==> config.mk <==
export PLATFORM = sky130hd
export DESIGN_NAME = clap_sequence_detector_unit_flat
export DESIGN_NICKNAME = d
export VERILOG_FILES = /design/src/rtl/csd_pkg.sv /design/src/rtl/csd_chan_if.sv /design/src/rtl/csd_cfg_regs.sv /design/src/rtl/csd_seq_core.sv /design/src/rtl/clap_sequence_detector_unit.sv /design/src/flat_wrapper.sv
export SDC_FILE = /design/constraint.sdc
export NUM_CORES = 1
export LEC_CHECK = 0
export BUFFER_PORTS_ARGS = -buffer_cell sky130_fd_sc_hd__buf_2
export CAP_MARGIN = 20
export CORE_MARGIN = 4
export CORE_UTILIZATION = 50
export CTS_BUF_LIST = sky130_fd_sc_hd__clkbuf_4 sky130_fd_sc_hd__clkbuf_8 sky130_fd_sc_hd__clkbuf_16
export DETAILED_ROUTE_END_ITERATION = 7
export PLACE_DENSITY_LB_ADDON = 0.25
export SLEW_MARGIN = 10
export SYNTH_ARGS = -nofsm -noshare
export SYNTH_HDL_FRONTEND = slang
export SYNTH_SLANG_ARGS = --single-unit
==> constraint.sdc <==
create_clock -name clk -period 14.3 [get_ports clk]
set_input_delay 2.86 -clock clk [delete_from_list [all_inputs] [get_ports clk]]
set_output_delay 2.86 -clock clk [all_outputs]
set_load 0.05 [all_outputs]
==> src/rtl/csd_pkg.sv <==
// package for the clap sequence detector: item and result types, config
// register codes and reset values, detection kinds. no dependencies.
`timescale 1ns / 1ps

package csd_pkg;

  localparam int unsigned TIME_W  = 32;
  localparam int unsigned CFG_W   = 16;
  localparam int unsigned CFG_IDX_W = 3;
  localparam int unsigned COUNT_W = 8;
  localparam int unsigned KIND_W  = 2;

  localparam logic [COUNT_W-1:0] COUNT_MAX = 8'd255;

  localparam logic [CFG_W-1:0] RESTART_GAP_RST = 16'd2000;
  localparam logic [CFG_W-1:0] EARLY_LOW_RST   = 16'd100;
  localparam logic [CFG_W-1:0] EARLY_HIGH_RST  = 16'd800;
  localparam logic [CFG_W-1:0] LATE_LOW_RST    = 16'd150;
  localparam logic [CFG_W-1:0] LATE_HIGH_RST   = 16'd400;
  localparam logic [CFG_W-1:0] QUIET_TIME_RST  = 16'd1500;

  typedef enum logic [CFG_IDX_W-1:0] {
    CFG_RESTART_GAP = 3'd0,
    CFG_EARLY_LOW   = 3'd1,
    CFG_EARLY_HIGH  = 3'd2,
    CFG_LATE_LOW    = 3'd3,
    CFG_LATE_HIGH   = 3'd4,
    CFG_QUIET_TIME  = 3'd5
  } cfg_reg_e;

  typedef enum logic [KIND_W-1:0] {
    KIND_NONE   = 2'd0,
    KIND_DOUBLE = 2'd1,
    KIND_TRIPLE = 2'd2
  } kind_e;

  typedef struct packed {
    logic [TIME_W-1:0] now_ms;
    logic              clap_heard;
    logic              clear_order;
  } clap_item_t;

  typedef struct packed {
    logic              order_ready;
    logic [KIND_W-1:0] order_kind;
    logic [COUNT_W-1:0] claps_counted;
  } order_item_t;

  typedef struct packed {
    logic [CFG_W-1:0] restart_gap_ms;
    logic [CFG_W-1:0] early_window_low_ms;
    logic [CFG_W-1:0] early_window_high_ms;
    logic [CFG_W-1:0] late_window_low_ms;
    logic [CFG_W-1:0] late_window_high_ms;
    logic [CFG_W-1:0] quiet_time_ms;
  } cfg_t;

endpackage

==> src/rtl/csd_chan_if.sv <==
// valid/ready channel carrying one item of a given payload type
// used by the clap sequence detector ports
`timescale 1ns / 1ps

interface csd_chan_if #(parameter type payload_t = logic);
  logic     valid;
  logic     ready;
  payload_t payload;

  modport source (output valid, output payload, input ready);
  modport sink   (input valid, input payload, output ready);
endinterface

==> src/rtl/csd_cfg_regs.sv <==
// timing window and quiet time registers of the clap sequence detector
// depends on csd_pkg
`timescale 1ns / 1ps

module csd_cfg_regs (
  input  logic                           clk,
  input  logic                           rst,
  input  logic                           cfg_we,
  input  logic [csd_pkg::CFG_IDX_W-1:0]  cfg_index,
  input  logic [csd_pkg::CFG_W-1:0]      cfg_data,
  output csd_pkg::cfg_t                  cfg
);
  import csd_pkg::*;

  always_ff @(posedge clk) begin
    if (rst) begin
      cfg.restart_gap_ms       <= RESTART_GAP_RST;
      cfg.early_window_low_ms  <= EARLY_LOW_RST;
      cfg.early_window_high_ms <= EARLY_HIGH_RST;
      cfg.late_window_low_ms   <= LATE_LOW_RST;
      cfg.late_window_high_ms  <= LATE_HIGH_RST;
      cfg.quiet_time_ms        <= QUIET_TIME_RST;
    end else if (cfg_we) begin
      unique case (cfg_reg_e'(cfg_index))
        CFG_RESTART_GAP: cfg.restart_gap_ms       <= cfg_data;
        CFG_EARLY_LOW:   cfg.early_window_low_ms  <= cfg_data;
        CFG_EARLY_HIGH:  cfg.early_window_high_ms <= cfg_data;
        CFG_LATE_LOW:    cfg.late_window_low_ms   <= cfg_data;
        CFG_LATE_HIGH:   cfg.late_window_high_ms  <= cfg_data;
        CFG_QUIET_TIME:  cfg.quiet_time_ms        <= cfg_data;
        default: ;
      endcase
    end
  end

endmodule

==> src/rtl/csd_seq_core.sv <==
// sequence state (last clap time, clap count, sticky kind) and the
// combinational step logic that updates it; depends on csd_pkg
`timescale 1ns / 1ps

module csd_seq_core (
  input  logic                 clk,
  input  logic                 rst,
  input  logic                 fire,
  input  csd_pkg::clap_item_t  item,
  input  csd_pkg::cfg_t        cfg,
  output csd_pkg::order_item_t result
);
  import csd_pkg::*;

  logic [TIME_W-1:0]  last_clap_time;
  logic [TIME_W-1:0]  last_clap_time_next;
  logic [COUNT_W-1:0] clap_count;
  logic [COUNT_W-1:0] clap_count_next;
  kind_e              detected_kind;
  kind_e              detected_kind_next;
  logic               ready_next;

  logic [TIME_W-1:0]  gap;
  logic               long_gap;
  logic               quiet;
  logic               in_early;
  logic               in_late;

  assign gap      = item.now_ms - last_clap_time;
  assign long_gap = gap > {16'd0, cfg.restart_gap_ms};
  assign quiet    = gap > {16'd0, cfg.quiet_time_ms};
  assign in_early = (gap > {16'd0, cfg.early_window_low_ms}) &&
                    (gap < {16'd0, cfg.early_window_high_ms});
  assign in_late  = (gap > {16'd0, cfg.late_window_low_ms}) &&
                    (gap < {16'd0, cfg.late_window_high_ms});

  always_comb begin
    last_clap_time_next = last_clap_time;
    clap_count_next     = clap_count;
    detected_kind_next  = item.clear_order ? KIND_NONE : detected_kind;
    ready_next          = 1'b0;
    if (item.clap_heard) begin
      last_clap_time_next = item.now_ms;
      if (long_gap) begin
        clap_count_next = 8'd1;
      end else if (clap_count == 8'd1 || clap_count == 8'd2) begin
        if (in_early) begin
          clap_count_next = clap_count + 8'd1;
        end
      end else if (clap_count > 8'd2) begin
        if (in_late && clap_count != COUNT_MAX) begin
          clap_count_next = clap_count + 8'd1;
        end
      end
    end else if (quiet) begin
      if (clap_count == 8'd2) begin
        clap_count_next    = '0;
        detected_kind_next = KIND_DOUBLE;
        ready_next         = 1'b1;
      end else if (clap_count == 8'd3) begin
        clap_count_next    = '0;
        detected_kind_next = KIND_TRIPLE;
        ready_next         = 1'b1;
      end
    end
  end

  always_ff @(posedge clk) begin
    if (rst) begin
      last_clap_time <= '0;
      clap_count     <= '0;
      detected_kind  <= KIND_NONE;
    end else if (fire) begin
      last_clap_time <= last_clap_time_next;
      clap_count     <= clap_count_next;
      detected_kind  <= detected_kind_next;
    end
  end

  assign result.order_ready   = ready_next;
  assign result.order_kind    = detected_kind_next;
  assign result.claps_counted = clap_count_next;

endmodule

==> src/rtl/clap_sequence_detector_unit.sv <==
// top level of the clap sequence detector: input register, step core,
// result register; depends on csd_pkg, csd_chan_if, csd_cfg_regs, csd_seq_core
`timescale 1ns / 1ps

// Takes one item per clock when the result side does not stall and returns
// one result item for each, in order. An accepted item waits in the input
// register until the step logic (a 32-bit gap subtraction and six 32-bit
// compares against zero-extended 16-bit config values) updates the sequence
// state and loads the result register, which offers the result. The state
// loop closes in that one step, which allows a new item every cycle when the
// result side does not stall. Back-pressure on the result side holds the
// result register and then the input register; input ready depends
// combinationally on result ready. Configuration registers reset to the
// default windows and must be written only while no item is in flight.

module clap_sequence_detector_unit (
  input  logic                          clk,
  input  logic                          rst,
  csd_chan_if.sink                      clap_ch,
  csd_chan_if.source                    order_ch,
  input  logic                          cfg_we,
  input  logic [csd_pkg::CFG_IDX_W-1:0] cfg_index,
  input  logic [csd_pkg::CFG_W-1:0]     cfg_data
);
  import csd_pkg::*;

  cfg_t        cfg;
  logic        in_valid;
  clap_item_t  in_item;
  logic        out_valid;
  order_item_t out_item;
  order_item_t step_result;
  logic        fire;
  logic        accept;

  csd_cfg_regs u_cfg_regs (
    .clk       (clk),
    .rst       (rst),
    .cfg_we    (cfg_we),
    .cfg_index (cfg_index),
    .cfg_data  (cfg_data),
    .cfg       (cfg)
  );

  csd_seq_core u_seq_core (
    .clk    (clk),
    .rst    (rst),
    .fire   (fire),
    .item   (in_item),
    .cfg    (cfg),
    .result (step_result)
  );

  assign fire          = in_valid && (!out_valid || order_ch.ready);
  assign clap_ch.ready = !in_valid || fire;
  assign accept        = clap_ch.valid && clap_ch.ready;

  always_ff @(posedge clk) begin
    if (rst) begin
      in_valid <= 1'b0;
    end else if (accept) begin
      in_valid <= 1'b1;
    end else if (fire) begin
      in_valid <= 1'b0;
    end
  end

  always_ff @(posedge clk) begin
    if (accept) begin
      in_item <= clap_ch.payload;
    end
  end

  always_ff @(posedge clk) begin
    if (rst) begin
      out_valid <= 1'b0;
    end else if (fire) begin
      out_valid <= 1'b1;
    end else if (order_ch.ready) begin
      out_valid <= 1'b0;
    end
  end

  always_ff @(posedge clk) begin
    if (fire) begin
      out_item <= step_result;
    end
  end

  assign order_ch.valid   = out_valid;
  assign order_ch.payload = out_item;

endmodule

==> src/flat_wrapper.sv <==
// flat-port wrapper written by rule: the top's interface ports become plain ports
module clap_sequence_detector_unit_flat import csd_pkg::*;
  (clk, rst, cfg_we, cfg_index, cfg_data, clap_ch_valid, clap_ch_payload, clap_ch_ready, order_ch_valid, order_ch_payload, order_ch_ready);
  csd_chan_if #(.payload_t(clap_item_t)) clap_ch_i ();
  csd_chan_if #(.payload_t(order_item_t)) order_ch_i ();
  input  logic clk;
  input  logic rst;
  input  logic cfg_we;
  input  logic [csd_pkg::CFG_IDX_W-1:0] cfg_index;
  input  logic [csd_pkg::CFG_W-1:0] cfg_data;
  input wire logic [$bits(clap_ch_i.valid)-1:0] clap_ch_valid;
  input wire logic [$bits(clap_ch_i.payload)-1:0] clap_ch_payload;
  output wire logic [$bits(clap_ch_i.ready)-1:0] clap_ch_ready;
  output wire logic [$bits(order_ch_i.valid)-1:0] order_ch_valid;
  output wire logic [$bits(order_ch_i.payload)-1:0] order_ch_payload;
  input wire logic [$bits(order_ch_i.ready)-1:0] order_ch_ready;
  assign clap_ch_i.valid = clap_ch_valid;
  assign clap_ch_i.payload = clap_ch_payload;
  assign clap_ch_ready = clap_ch_i.ready;
  assign order_ch_valid = order_ch_i.valid;
  assign order_ch_payload = order_ch_i.payload;
  assign order_ch_i.ready = order_ch_ready;
  clap_sequence_detector_unit u_core (.clk(clk), .rst(rst), .clap_ch(clap_ch_i), .order_ch(order_ch_i), .cfg_we(cfg_we), .cfg_index(cfg_index), .cfg_data(cfg_data));
endmodule
==> flow_summary_export.csv <==
group,metric,value,unit
global_routing,grt_overflow,0,
clock_network,ctsRootBufferMaster,"clkbuf_16",
power,peakVddDrop,73.0,uV
drt,vias_per_cell,5.53,
worst_setup_path,max_stage_delay,0.21,ns
timing,worst_pin_slew,1.12,ns
logic_synthesis,synth_area,11000,um2
floorplanning,ioPinCount,71,
power,p_sw,0.410,mW
logic_synthesis,synth_edf_count,45,
logic_synthesis,synth_top_family_by_area,"simple AND/OR/NAND/NOR gates",
worst_setup_path,crit_start,"order_ch_ready",
floorplanning,die_w,157,um
timing,finalHoldViolCount,0,
logic_synthesis,ys.warnings.count,0,
drt,wl,26700,um
floorplanning,initial_utilization,50.7,%
logic_synthesis,synth_xor_area_share,1.98,%
logic_synthesis,synth_flop_cell,"dfxtp_1",
power,p_int,0.895,mW
drt,drc,0,
timing,period_share,44.2,%
logic_synthesis,synthMuxAreaShare,0.748,%
logic_synthesis,synthCells,1352,
timing,fmax,158,MHz
logic_synthesis,synth_fa_ha_area_share,14.7,%
logic_synthesis,ys_seq_area_share,37.6,%
flow_run,cap_violations,0,
logic_synthesis,yosys.area_share.simple,19.8,%
global_routing,antenna_found_initial,1,
logic_synthesis,postSynthRegisterBits,185,
drt,ant_nets,0,
drt,routedWlPerCell,15.8,um
clock_network,ctsHoldBuffers,0,
drt,vias,9378,
logic_synthesis,synth_compound_area_share,18.9,%
final_layout,num_antenna_cells,0,
logic_synthesis,synth.most_common_cell,"nand2_1",
timing,drv_slew,0,
logic_synthesis,synthTopCellsByCount,"nand2_1, a21oi_1, dfxtp_1",
logic_synthesis,synth_top_area_share,25.4,%
placed_design,finalWeightedCongestion,0.895,
global_routing,grt_pass1_wl,43300,um
global_routing,grt_pass1_vias,8564,
timing,min_period,6.32,ns
floorplanning,die_area,24500,um2
worst_setup_path,crit_fanout,4,
floorplanning,core-area,21800,um2
power,clkPwrFrac,35.4,%
logic_synthesis,postSynth.asyncResetShare,0,%
worst_setup_path,path_common_cell,"buf_2",
run_status,run_status,"finished, final reports clean",
power,power.density,107,nW/um2
hold_path,hp-class,"reg -> reg",
worst_setup_path,cp-endpoint,"clap_ch_ready",
power,swShare,31.4,%
clock_network,post_cts_resize_count,0,
worst_setup_path,end_kind,"primary output",
logic_synthesis,synth_area_leaders,"dfxtp_1, ha_1, edfxtp_1",
logic_synthesis,synth.distinct_cells,71,
placed_design,dpl.hpwl,19400,um
worst_setup_path,cp_num_cells,4,
worst_setup_path,cp-start-kind,"input port",
timing,tns,0,ns
worst_setup_path,worstRegToRegCells,21,
worst_setup_path,path_class,"in -> out",
power,leakage,4.94,nW
drt,drt_iter0_drc,437,
logic_synthesis,synth_fp_nets,1539,
clock_network,cts.sinks,185,
drt,firstDrtPassIters,5,
worst_setup_path,r2r_end,"u_core.u_seq_core.clap_count[7]",
power,p_comb_share,21.5,%
clock_network,insertion_delay,0.45,ns
final_layout,fin_util,56.0,%
final_layout,nNetsFinal,1589,
placed_design,portBuffers,70,
final_layout,fill_cells,2075,
clock_network,htree_levels,4,
worst_setup_path,cp_num_buf_inv,2,
clock_network,cts_buffers,17,
floorplanning,die_h,157,um
floorplanning,rows,54,
worst_setup_path,cp.arrival,3.46,ns
worst_setup_path,crit_chain,"buf_2 > nor2b_1 > nand2_1 > buf_2",
clock_network,clkSlewWorstSetupHoldPaths,0.07,ns
worst_setup_path,r2r_slack,8.55,ns
final_layout,synthToLayoutAreaGrowth,10.4,%
logic_synthesis,syn_avg_cell_area,8.16,um2
logic_synthesis,synth_top_area_cell,"dfxtp_1",
clock_network,cts_tree,"built",
timing,rsz0062_at_grt,"false",
worst_setup_path,slowest_stage,"buf_2",
timing,whs,0.456,ns
worst_setup_path,worstReg2RegStart,"u_core.in_item[2]",
global_routing,grt_max_degree,108,
timing,worst_clock_skew,0.0196,ns
timing,setup_viol,0,
power,p_seq_share,43.1,%
clock_network,cts_setup_buffers,0,
final_layout,drive_gt1_share,9.19,%
worst_setup_path,required,11.44,ns
timing,slew_headroom,25.1,%
clock_network,ctsLongestPathBuffers,2,
global_routing,grtUsageTotal,21.8,%
worst_setup_path,path_delay_family,"buffers and inverters",
-- layer usage --
layer | share of wire [%] | GRT usage, %
met2 | 47 | 35.3
met4 | 1.3 | 5.70
met3 | 5.2 | 4.12
met5 | 0.049 | 0
met1 | 47 | 30.1
-- worst register-to-register path: stages (launching register included) --
cell and delay [ns]:
edfxtp_1 0.35, inv_1 0.05, ha_1 0.19, fa_1 0.41, nor2b_1 0.20, o2111ai_1 0.18, a21oi_2 0.35, nor2b_1 0.12
o21ai_0 0.20, xor2_1 0.66, ha_1 0.39, a21o_1 0.17, a21o_1 0.17, a21o_1 0.17, a221o_1 0.34, a21o_1 0.17
a21oi_1 0.14, a21o_1 0.21, nand2b_4 0.10, nor3_2 0.57, or4b_1 0.49, nand3_1 0.09
-- stage by stage --
stage / power, mW / instances / cell area, um2 / setup slack, ns
3_5_place_dp: 0.852 / 1663 / 11600 / 7.97
5_1_grt: 1.37 / 1695 / 12200 / 7.91
2_1_floorplan: 0.768 / 1352 / 11000 / 8.08
6_report: 1.30 / 1695 / 12200 / 7.98
3_3_place_gp: 0.844 / 1663 / 11600 / 7.99
4_1_cts: 1.31 / 1695 / 12200 / 7.97
-- cell usage in the layout (no fill, tap or decap), drive strengths merged, types with 3 or more instances in the layout --
cell    Yosys  routed
nand2     296     296
a21oi     161     161
inv       134     143
dfxtp     140     140
ha        128     128
buf         7      79
nor2       61      61
o21ai      50      50
edfxtp     45      45
a21o       32      32
nand3b     21      21
o21a       20      20
nand4      19      19
clkbuf     41      18
nand3      17      17
xnor2      14      14
a211o      14      14
nor2b      13      13
nor3       13      13
o211ai     11      11
xor2       11      11
a211oi     11      11
nand2b     11      11
and3       10      10
a31oi       7       7
mux2i       6       6
nor4        6       6
a21boi      5       5
o31ai       5       5
clkinv      1       5
and2        4       4
nor3b       3       3
a221o       3       3
-- sequential cells by signal, summed over array words and instances (netlist names) --
name                              count
u_core.u_seq_core.detected_kind       2
u_core.order_ch.payload              11
u_core.u_seq_core.last_clap_time     32
u_core.u_seq_core.clap_count          8
u_core.in_item                       34
u_core.in_valid                       1
u_core.order_ch.valid                 1
u_core.u_cfg_regs.cfg                96
-- worst min-delay path by stage --
stage	cells after the start	slack, ns	from	to
floorplan	2	0.43	u_core.u_cfg_regs.cfg[16]	u_core.u_cfg_regs.cfg[16]
global placement	2	0.44	u_core.u_seq_core.last_clap_time[25]	u_core.u_seq_core.last_clap_time[25]
detailed placement	2	0.45	u_core.u_cfg_regs.cfg[92]	u_core.u_cfg_regs.cfg[92]
CTS	2	0.46	u_core.u_cfg_regs.cfg[92]	u_core.u_cfg_regs.cfg[92]
global route	2	0.47	u_core.u_cfg_regs.cfg[13]	u_core.u_cfg_regs.cfg[13]
finish	2	0.46	u_core.u_cfg_regs.cfg[92]	u_core.u_cfg_regs.cfg[92]
-- power by group through the flow --
stage          logic [mW]  clock network [mW]  registers, mW
2_1_floorplan       0.192                   0          0.576
3_3_place_gp        0.271                   0          0.574
3_5_place_dp        0.278                   0          0.574
4_1_cts             0.280               0.470          0.562
5_1_grt             0.317               0.493          0.564
6_report            0.280               0.462          0.562
-- cell type report --
| type | count | area, um2 | share of cell area [%] |
|---|---|---|---|
| multi-input combinational | 984 | 6190 | 50.8 |
| sequential | 185 | 4150 | 34.1 |
| inverter | 135 | 507 | 4.16 |
| clock buffer | 18 | 433 | 3.55 |
| timing repair buffer | 79 | 420 | 3.45 |
| tap | 280 | 350 | 2.87 |
| clock inverter | 14 | 131 | 1.08 |
-- kinds of logic (layout without fill, tap and decap cells) --
kind of cell,after synthesis,count (layout)
and+or+nand+nor,484,484
DFF,185,185
muxes,8,8
xor gates and xnor gates,25,25
AOI/OAI and AO/OA,338,338
buffers and inverters,183,246
adders and majority gates,129,129
(Power assumes the default switching activity.)
